[config.mk]
export PLATFORM = sky130hd
export DESIGN_NAME = byte_escape_encoder
export DESIGN_NICKNAME = d
export VERILOG_FILES = /design/src/rtl/bee_pkg.sv /design/src/rtl/bee_front.sv /design/src/rtl/bee_queue.sv /design/src/rtl/bee_back.sv /design/src/rtl/byte_escape_encoder.sv
export SDC_FILE = /design/constraint.sdc
export NUM_CORES = 1
export LEC_CHECK = 0
export BUFFER_PORTS_ARGS = -buffer_cell sky130_fd_sc_hd__buf_2
export CAP_MARGIN = 0
export CORE_MARGIN = 5
export CORE_UTILIZATION = 45
export DETAILED_ROUTE_END_ITERATION = 10
export SYNTH_ARGS = -nofsm -noshare
export SYNTH_HDL_FRONTEND = slang
export SYNTH_SLANG_ARGS = --single-unit
[constraint.sdc]
create_clock -name clk -period 3.11 [get_ports clk]
set_input_delay 0.622 -clock clk [delete_from_list [all_inputs] [get_ports clk]]
set_output_delay 0.622 -clock clk [all_outputs]
set_load 0.02 [all_outputs]
[src/rtl/bee_pkg.sv]
`default_nettype none
// ----------------------------------------------------------------------------
// bee_pkg: shared types and helpers for the byte escape encoder
// Character constants, the queued item record and the escape classifier.
// ----------------------------------------------------------------------------
package bee_pkg;

	localparam int QDepth = 2;
	localparam int QPtrW  = $clog2(QDepth);
	localparam int QCntW  = $clog2(QDepth + 1);

	localparam logic [7:0] ChBackslash = 8'h5C;
	localparam logic [7:0] ChX         = 8'h78;
	localparam logic [7:0] ChPrintLo   = 8'h20;
	localparam logic [7:0] ChPrintHi   = 8'h7E;
	localparam logic [7:0] ChEsc       = 8'h1B;
	localparam logic [7:0] HiNibMask   = 8'hF0;
	localparam logic [7:0] LoNibMask   = 8'h0F;

	// number of characters in a run, minus one
	localparam logic [1:0] LastOne  = 2'd0;
	localparam logic [1:0] LastTwo  = 2'd1;
	localparam logic [1:0] LastFour = 2'd3;

	typedef struct packed {
		logic [3:0][7:0] chars;     // chars[0] goes out first
		logic [1:0]      last_idx;
		logic            str_end;
	} esc_item_t;

	typedef struct packed {
		logic       hit;
		logic [7:0] letter;
	} short_esc_t;

	function automatic logic [7:0] hex_char(input logic [3:0] nib);
		logic [7:0] v;
		v = {4'h0, nib};
		return (nib <= 4'd9) ? (8'h30 + v) : (8'h37 + v);
	endfunction

	function automatic short_esc_t short_letter(input logic [7:0] b);
		short_esc_t r;
		r.hit = 1'b1;
		unique case (b)
			8'h00:       r.letter = 8'h30;
			8'h07:       r.letter = 8'h61;
			8'h08:       r.letter = 8'h62;
			ChEsc:       r.letter = 8'h65;
			8'h0C:       r.letter = 8'h66;
			8'h0A:       r.letter = 8'h6E;
			8'h0D:       r.letter = 8'h72;
			8'h09:       r.letter = 8'h74;
			8'h0B:       r.letter = 8'h76;
			ChBackslash: r.letter = ChBackslash;
			default: begin
				r.hit    = 1'b0;
				r.letter = 8'h00;
			end
		endcase
		return r;
	endfunction

endpackage
`default_nettype wire

[src/rtl/bee_front.sv]
`default_nettype none
// ----------------------------------------------------------------------------
// bee_front: request intake and classification
// Turns one raw byte into a record of up to four characters for the queue.
// ----------------------------------------------------------------------------
module bee_front import bee_pkg::*; (
	input  wire logic      byte_valid,
	output logic           byte_ready,
	input  wire logic [7:0] data_byte,
	input  wire logic      string_end,
	input  wire logic      q_full,
	output logic           push,
	output esc_item_t      push_item
);

	short_esc_t se;
	logic       printable;

	assign byte_ready = !q_full;
	assign push       = byte_valid && !q_full;
	assign se         = short_letter(data_byte);
	assign printable  = (data_byte >= ChPrintLo) && (data_byte <= ChPrintHi);

	always_comb begin
		push_item.str_end = string_end;
		push_item.chars   = '0;
		if (se.hit) begin
			push_item.chars[0] = ChBackslash;
			push_item.chars[1] = se.letter;
			push_item.last_idx = LastTwo;
		end else if (printable) begin
			push_item.chars[0] = data_byte;
			push_item.last_idx = LastOne;
		end else begin
			push_item.chars[0] = ChBackslash;
			push_item.chars[1] = ChX;
			push_item.chars[2] = hex_char(4'((data_byte & HiNibMask) >> 4));
			push_item.chars[3] = hex_char(4'(data_byte & LoNibMask));
			push_item.last_idx = LastFour;
		end
	end

endmodule
`default_nettype wire

[src/rtl/bee_queue.sv]
`default_nettype none
// ----------------------------------------------------------------------------
// bee_queue: short queue between front and back
// Holds classified records so intake and character output stall apart.
// ----------------------------------------------------------------------------
module bee_queue import bee_pkg::*; (
	input  wire logic      clk,
	input  wire logic      arst_n,
	input  wire logic      push,
	input  wire esc_item_t push_item,
	input  wire logic      pop,
	output logic           full,
	output logic           head_valid,
	output esc_item_t      head_item
);

	esc_item_t        mem_q [QDepth];
	logic [QPtrW-1:0] wr_ptr_q;
	logic [QPtrW-1:0] rd_ptr_q;
	logic [QCntW-1:0] count_q;

	assign full       = (count_q == QCntW'(QDepth));
	assign head_valid = (count_q != '0);
	assign head_item  = mem_q[rd_ptr_q];

	always_ff @(posedge clk) begin
		if (push) begin
			mem_q[wr_ptr_q] <= push_item;
		end
	end

	always_ff @(posedge clk or negedge arst_n) begin
		if (!arst_n) begin
			wr_ptr_q <= '0;
			rd_ptr_q <= '0;
			count_q  <= '0;
		end else begin
			if (push) begin
				wr_ptr_q <= (wr_ptr_q == QPtrW'(QDepth - 1)) ? '0 : wr_ptr_q + 1'b1;
			end
			if (pop) begin
				rd_ptr_q <= (rd_ptr_q == QPtrW'(QDepth - 1)) ? '0 : rd_ptr_q + 1'b1;
			end
			case ({push, pop})
				2'b10:   count_q <= count_q + 1'b1;
				2'b01:   count_q <= count_q - 1'b1;
				default: count_q <= count_q;
			endcase
		end
	end

	a_no_overflow: assert property (@(posedge clk) disable iff (!arst_n)
		!(push && full))
		else $error("queue push while full");

	a_no_underflow: assert property (@(posedge clk) disable iff (!arst_n)
		!(pop && !head_valid))
		else $error("queue pop while empty");

	a_count_track: assert property (@(posedge clk) disable iff (!arst_n)
		(push && !pop) |=> (count_q == $past(count_q) + 1'b1))
		else $error("queue count did not advance on push");

endmodule
`default_nettype wire

[src/rtl/bee_back.sv]
`default_nettype none
// ----------------------------------------------------------------------------
// bee_back: character serializer
// Drains head records to an output register, one char per cycle unless stalled.
// ----------------------------------------------------------------------------
module bee_back import bee_pkg::*; (
	input  wire logic      clk,
	input  wire logic      arst_n,
	input  wire logic      head_valid,
	input  wire esc_item_t head_item,
	output logic           pop,
	output logic           char_valid,
	input  wire logic      char_ready,
	output logic [7:0]     out_char,
	output logic           run_last,
	output logic           string_done
);

	logic [1:0] idx_q;
	logic       out_valid_q;
	logic [7:0] out_char_q;
	logic       run_last_q;
	logic       string_done_q;
	logic       load;
	logic       at_last;

	assign load    = head_valid && (!out_valid_q || char_ready);
	assign at_last = (idx_q == head_item.last_idx);
	assign pop     = load && at_last;

	assign char_valid  = out_valid_q;
	assign out_char    = out_char_q;
	assign run_last    = run_last_q;
	assign string_done = string_done_q;

	always_ff @(posedge clk or negedge arst_n) begin
		if (!arst_n) begin
			idx_q       <= '0;
			out_valid_q <= 1'b0;
		end else begin
			if (load) begin
				out_valid_q <= 1'b1;
				idx_q       <= at_last ? 2'd0 : idx_q + 1'b1;
			end else if (char_ready) begin
				out_valid_q <= 1'b0;
			end
		end
	end

	// payload: hold while stalled
	always_ff @(posedge clk) begin
		if (load) begin
			out_char_q    <= head_item.chars[idx_q];
			run_last_q    <= at_last;
			string_done_q <= at_last && head_item.str_end;
		end
	end

	a_idx_in_run: assert property (@(posedge clk) disable iff (!arst_n)
		head_valid |-> (idx_q <= head_item.last_idx))
		else $error("character index beyond end of run");

	a_idx_rewinds: assert property (@(posedge clk) disable iff (!arst_n)
		pop |=> (idx_q == 2'd0))
		else $error("character index not rewound after run");

endmodule
`default_nettype wire

[src/rtl/byte_escape_encoder.sv]
`default_nettype none
// ----------------------------------------------------------------------------
// byte_escape_encoder: backslash and hex escape encoder
// Raw bytes in, printable escaped characters out, one per cycle unless stalled.
// ----------------------------------------------------------------------------
//  channel   handshake              payload
//  byte in   byte_valid/byte_ready  data_byte, string_end
//  char out  char_valid/char_ready  out_char, run_last, string_done
//
//  A printable byte gives one character, a short escape two, a hex escape
//  four; the serializer emits one character per cycle unless stalled.
//  A byte is written into the queue, then its first character is registered.
//  A two-entry queue lets intake run on while the serializer drains a run.
//  Reset clears the queue and the output valid flag; no clearing pass.
// ----------------------------------------------------------------------------
module byte_escape_encoder import bee_pkg::*; (
	input  wire logic       clk,
	input  wire logic       arst_n,
	input  wire logic       byte_valid,
	output logic            byte_ready,
	input  wire logic [7:0] data_byte,
	input  wire logic       string_end,
	output logic            char_valid,
	input  wire logic       char_ready,
	output logic [7:0]      out_char,
	output logic            run_last,
	output logic            string_done
);

	logic      q_full;
	logic      push;
	logic      pop;
	logic      head_valid;
	esc_item_t push_item;
	esc_item_t head_item;

	bee_front u_front (
		.byte_valid (byte_valid),
		.byte_ready (byte_ready),
		.data_byte  (data_byte),
		.string_end (string_end),
		.q_full     (q_full),
		.push       (push),
		.push_item  (push_item)
	);

	bee_queue u_queue (
		.clk        (clk),
		.arst_n     (arst_n),
		.push       (push),
		.push_item  (push_item),
		.pop        (pop),
		.full       (q_full),
		.head_valid (head_valid),
		.head_item  (head_item)
	);

	bee_back u_back (
		.clk         (clk),
		.arst_n      (arst_n),
		.head_valid  (head_valid),
		.head_item   (head_item),
		.pop         (pop),
		.char_valid  (char_valid),
		.char_ready  (char_ready),
		.out_char    (out_char),
		.run_last    (run_last),
		.string_done (string_done)
	);

endmodule
`default_nettype wire
After elaboration in Yosys (flattened, before gate mapping) --
Memories as Yosys holds them, arrays and structs flattened. Index checks and enable logic that the tools add are counted.
Storage, ports and cells: bits of input ports 13, RAM bits 70, output and inout bits 12, bits in registers 17, word-level logic and storage cells 67, memories 1
Memories:
- u_queue.mem_q | depth 2, bits a word 35, rd ports 1, clocked after Yosys merged registers in 0, write ports 1, RTL line bee_queue.sv:17 | esc_item_t mem_q [QDepth];
Operators by class: reduce and logical (&&, ||, !) cells 13, equality and inequality tests 13, add/subtract/negate cells 9, mux-type cells 18, $lt $le $gt $ge 5
Operators by type and width (count):
- $pmux 7 s10 | 1
- $eq 8x4->1 const B | 6
- $add 6x4->7 const A | 4
- $mux 24 | 1
- $mux 8 | 3
- $mux 18 | 1
- $bmux 8 s2 | 1
- $mux 16 | 1
- $mux 10 | 1
- $reduce_or 10->1 | 1
- $eq 8x3->1 const B | 1
- $eq 8x5->1 const B | 1
- $eq 8x7->1 const B | 1
- $ge 8x6->1 const B | 1
- $le 4x4->1 const B | 2
- $le 8x7->1 const B | 1
- $logic_not 8->1 | 1
- $mux 1 | 7
- $reduce_bool 2->1 | 3
- $logic_and 1x1->1 | 5
- $add 2x1->2 const B | 2
- $eq 2x2->1 const B | 2
- $pmux 2 s2 | 1
- $lt 2x3->1 const B | 1
- other kinds (7) | 9

Logic depth before layout (Yosys ltp) --
word-level depth 6, depth in mapped cells 8, gate-level depth less buffers 7

Modules after synthesis --
A second synthesis with hierarchy kept.
Second synthesis, totals: cell total of the unflattened synthesis 273, area total of the unflattened synthesis 4376.7 µm²
By module, submodules not included:
- bee_queue | sequential area each 2202.1 µm², area each 2862.7 µm², cells each 125, instances 1
- bee_front | sequential area each 0.0 µm², area each 825.8 µm², cells each 108, instances 1
- bee_back | sequential area each 375.4 µm², area each 688.2 µm², cells each 40, instances 1

Least setup slack after synthesis --
OpenSTA, ideal clock, no wires.
path type reg-to-reg, start register u_queue.count_q[0], end memory u_queue.mem_q[0][0] (netlist name) (enable), buffers on the path 0, data arrival time 2182 ps, data required time 2689 ps, setup slack 507 ps, period minus slack after synthesis 2603 ps, stages on the path, launching flop included 4, library setup time 421 ps, cell sequence dfrtp_1 -> nand2b_1 -> nand2_1 -> nor2_1
Between the ends: word-level cells in the longest chain between the ends 5
Ends and longest elaborated chain:
- start: declaration | RTL line bee_queue.sv:20 | logic [QCntW-1:0] count_q;
- start signal: assignment | RTL line bee_queue.sv:45 | 2'b10: count_q <= count_q + 1'b1;
- start signal: assignment | RTL line bee_queue.sv:46 | 2'b01: count_q <= count_q - 1'b1;
- start signal: assignment | RTL line bee_queue.sv:47 | default: count_q <= count_q;
- $eq 2x2->1 | RTL line bee_queue.sv:22 | assign full = (count_q == QCntW'(QDepth));
- $logic_not 1->1
- via byte_ready | RTL line byte_escape_encoder.sv:20 | output logic byte_ready,
- $logic_and 1x1->1 | RTL line bee_front.sv:20 | assign push = byte_valid && !q_full;
- $mux 1 | RTL line bee_queue.sv:27 | if (push) begin
- $mux 1 (not written as such) | RTL line bee_queue.sv:28 | mem_q[wr_ptr_q] <= push_item;
- end: declaration | RTL line bee_queue.sv:17
The timed path passes the listed nets, and every way through them passes these cells.

==> metrics <==
Worst path max stage delay=0.52 ns; DRC=0; Startpoint Class=input pin; GRT Util Overall=0.155; antenna violations before repair=0; Area growth syn-to-layout=13.5%; final cycle utilization of the critical path=0.787; io pins=25; Cell Chain, Critical Path=buf_2 > inv_1 > ha_1 > nor3b_1 > nand2_1 > o211ai_4 > o32ai_1; setup tns final=0 ns; largest net degree at the start of global routing=33; PD cells=907 mW/mm²; setup bufs post-CTS=0; Buf+Inv Stages, Crit Path=2; first-pass GRT wire length=11,900 µm; slowest CP cell=o211ai_4; reg2reg setup slack=0.98 ns; RSZ-0062 raised after global routing=no; port bufs=24; Multi-input gate area=0.00121 mm²; dpl hpwl=4720 µm; Req. time, crit path=3.15 ns; most common cell after layout, fill and taps aside=edfxtp_1; Core Area=0.00813 mm²; Util after Layout=0.516; # rows=33; most frequent cells in the layout=edfxtp_1 (74), nand2_1 (32), buf_2 (24); Root Buffer=clkbuf_8; final setup fails=0; Post-Synthesis Cells=252; critical path arrival=2.49 ns; crit path from=data_byte[4]; slew margin rel.=0.526; Final Max Tran Viols=0; Least-Margin Pin Slew=0.703 ns; Async S/R FF share, synth=0.0864; Worst Setup End Kind=flop; CTS tree=yes; full die area=0.0101 mm²; Detail Route Antenna Nets=0; Max Root-Sink Buffers=2; H-tree Lvls=3; Nets=305; Max Cap Viol=0; later-pin clock latency in the skew report=0.34 ns; syn avg cell area=14.7 µm²; Most used DFF post-synth=edfxtp_1; Max Clk Rate=0.409 GHz; cts bufs inserted=9; vias=2,130; FF+latch area=0.00240 mm²; Crit Path Class=in2reg; Final Hold Violating Endpoints=0; top cell family by delay on the critical path=compound AO/OA/AOI/OAI gates; drt first-iter violations=99; final wirelength=7030 µm; Critical R2R Launch=u_queue.rd_ptr_q; Die W=101 µm; synth unique cells=48; crit-path max FO=19; Wirelength per Cell=17.9 µm; share of layout cells above drive strength 1=0.233; filler cell count=716; VDD IR max=0.000380 V; Initial Utilization=0.455; Overflow after GRT=0; Yosys reg bits=81; clk_skew=0.00797 ns; via/cell ratio=5.43; Yosys Warn Count=0; Pleak=1.53 nW; post-layout min period=2.45 ns; Hold Crit Class=in2async; sequential share of the synthesized area=0.648; clock sink count=81; gpl congestion=0.826; Post-Syn Area=0.00370 mm²; Clock transition at path regs=0.08 ns; Gates resized, CTS repair=0; status=completed; number of synthesized flops with an enable pin=74; ant diodes=0; number of global-route vias before repair=2,225; Die Y=101 µm; cts hold-fix bufs=0; drt pass-1 iters=4
report_power, final:
part / switching, mW / internal, mW
combinational: 0.642 / 0.465
clock: 0.357 / 0.612
sequential: 0.150 / 1.59
area by class of cell:
cell class	instances	area share
Clock buffer	10	0.0304
Clock inverter	5	0.0307
Inverter	10	0.00894
Multi-Input combinational cell	151	0.289
Sequential cell	81	0.571
Tap cell	105	0.0313
Timing Repair Buffer	30	0.0393
cell usage after synthesis (all sizes together), types with 4 or more instances:
cell	number	area, µm²
edfxtp	74	2220
nand2	32	120
mux4	14	315
nor2	14	52.6
nor3	13	65.1
buf	11	61.3
ha	9	113
inv	9	33.8
dfrtp	7	175
o21ai	7	35.0
mux2i	6	60.1
a21oi	5	25.0
xnor2	5	43.8
nand3	4	20.0
nor2b	4	25.0
or3	4	30.0
flip-flops by register name, indices dropped and copies added, names as in the netlist:
name,flops
u_back.idx_q,2
u_back.out_char,8
u_queue.mem_q,64
u_back.string_done,1
u_back.run_last,1
u_back.char_valid,1
u_queue.wr_ptr_q,1
u_queue.count_q,2
u_queue.rd_ptr_q,1
worst register-to-register path, cell delays in order (launching register included):
cell and delay [ns]:
dfrtp_1 0.72, mux2i_1 0.33, xor2_1 0.18, nor3b_2 0.25, ha_1 0.30, nor2_1 0.13
xor2_1 0.15
per-stage QoR:
stage / cell area [µm²] / instances / worst slack [ns] / total power [mW] / hold WS (ns)
2_1_floorplan: 3710 / 253 / 0.507 / 2.56 / 0.326
3_3_place_gp: 3940 / 377 / 0.366 / 2.88 / 0.464
3_5_place_dp: 3940 / 377 / 0.324 / 2.90 / 0.467
4_1_cts: 4200 / 392 / 0.676 / 3.87 / 0.0984
5_1_grt: 4200 / 392 / 0.453 / 4.04 / 0.0960
6_report: 4200 / 392 / 0.664 / 3.81 / 0.102
per-layer routing:
layer / wire length (µm) / GRT usage / share of wire
met5: 0 / 0 / 0
met3: 343 / 0.0270 / 0.049
met2: 3350 / 0.237 / 0.48
met1: 3240 / 0.217 / 0.46
met4: 91 / 0.0725 / 0.013
kinds of logic (layout without fill, tap and decap cells):
kind of cell    Yosys count  in the layout  synth area share
simple gates             85             85             0.119
flops                    81             81             0.648
compound gates           26             26            0.0520
mux                      21             21             0.104
buf+inv                  21             55            0.0267
fa+ha+maj                 9              9            0.0304
xor+xnor                  8              8            0.0189
other cells               1              2           0.00101
path summary, 6_finish.rpt:
path | cells after the start | endpoint
worst min register to register | 2 | u_back.char_valid
worst max-delay path | 7 | u_queue.mem_q[1][20]
max in group asynchronous | 1 | u_queue.rd_ptr_q
min in group clk | 1 | u_queue.mem_q[0][0]
worst max register to register | 6 | u_queue.count_q[1]
worst min-delay path | 1 | u_back.char_valid
No activity file was read; power rests on OpenSTA's default activity.
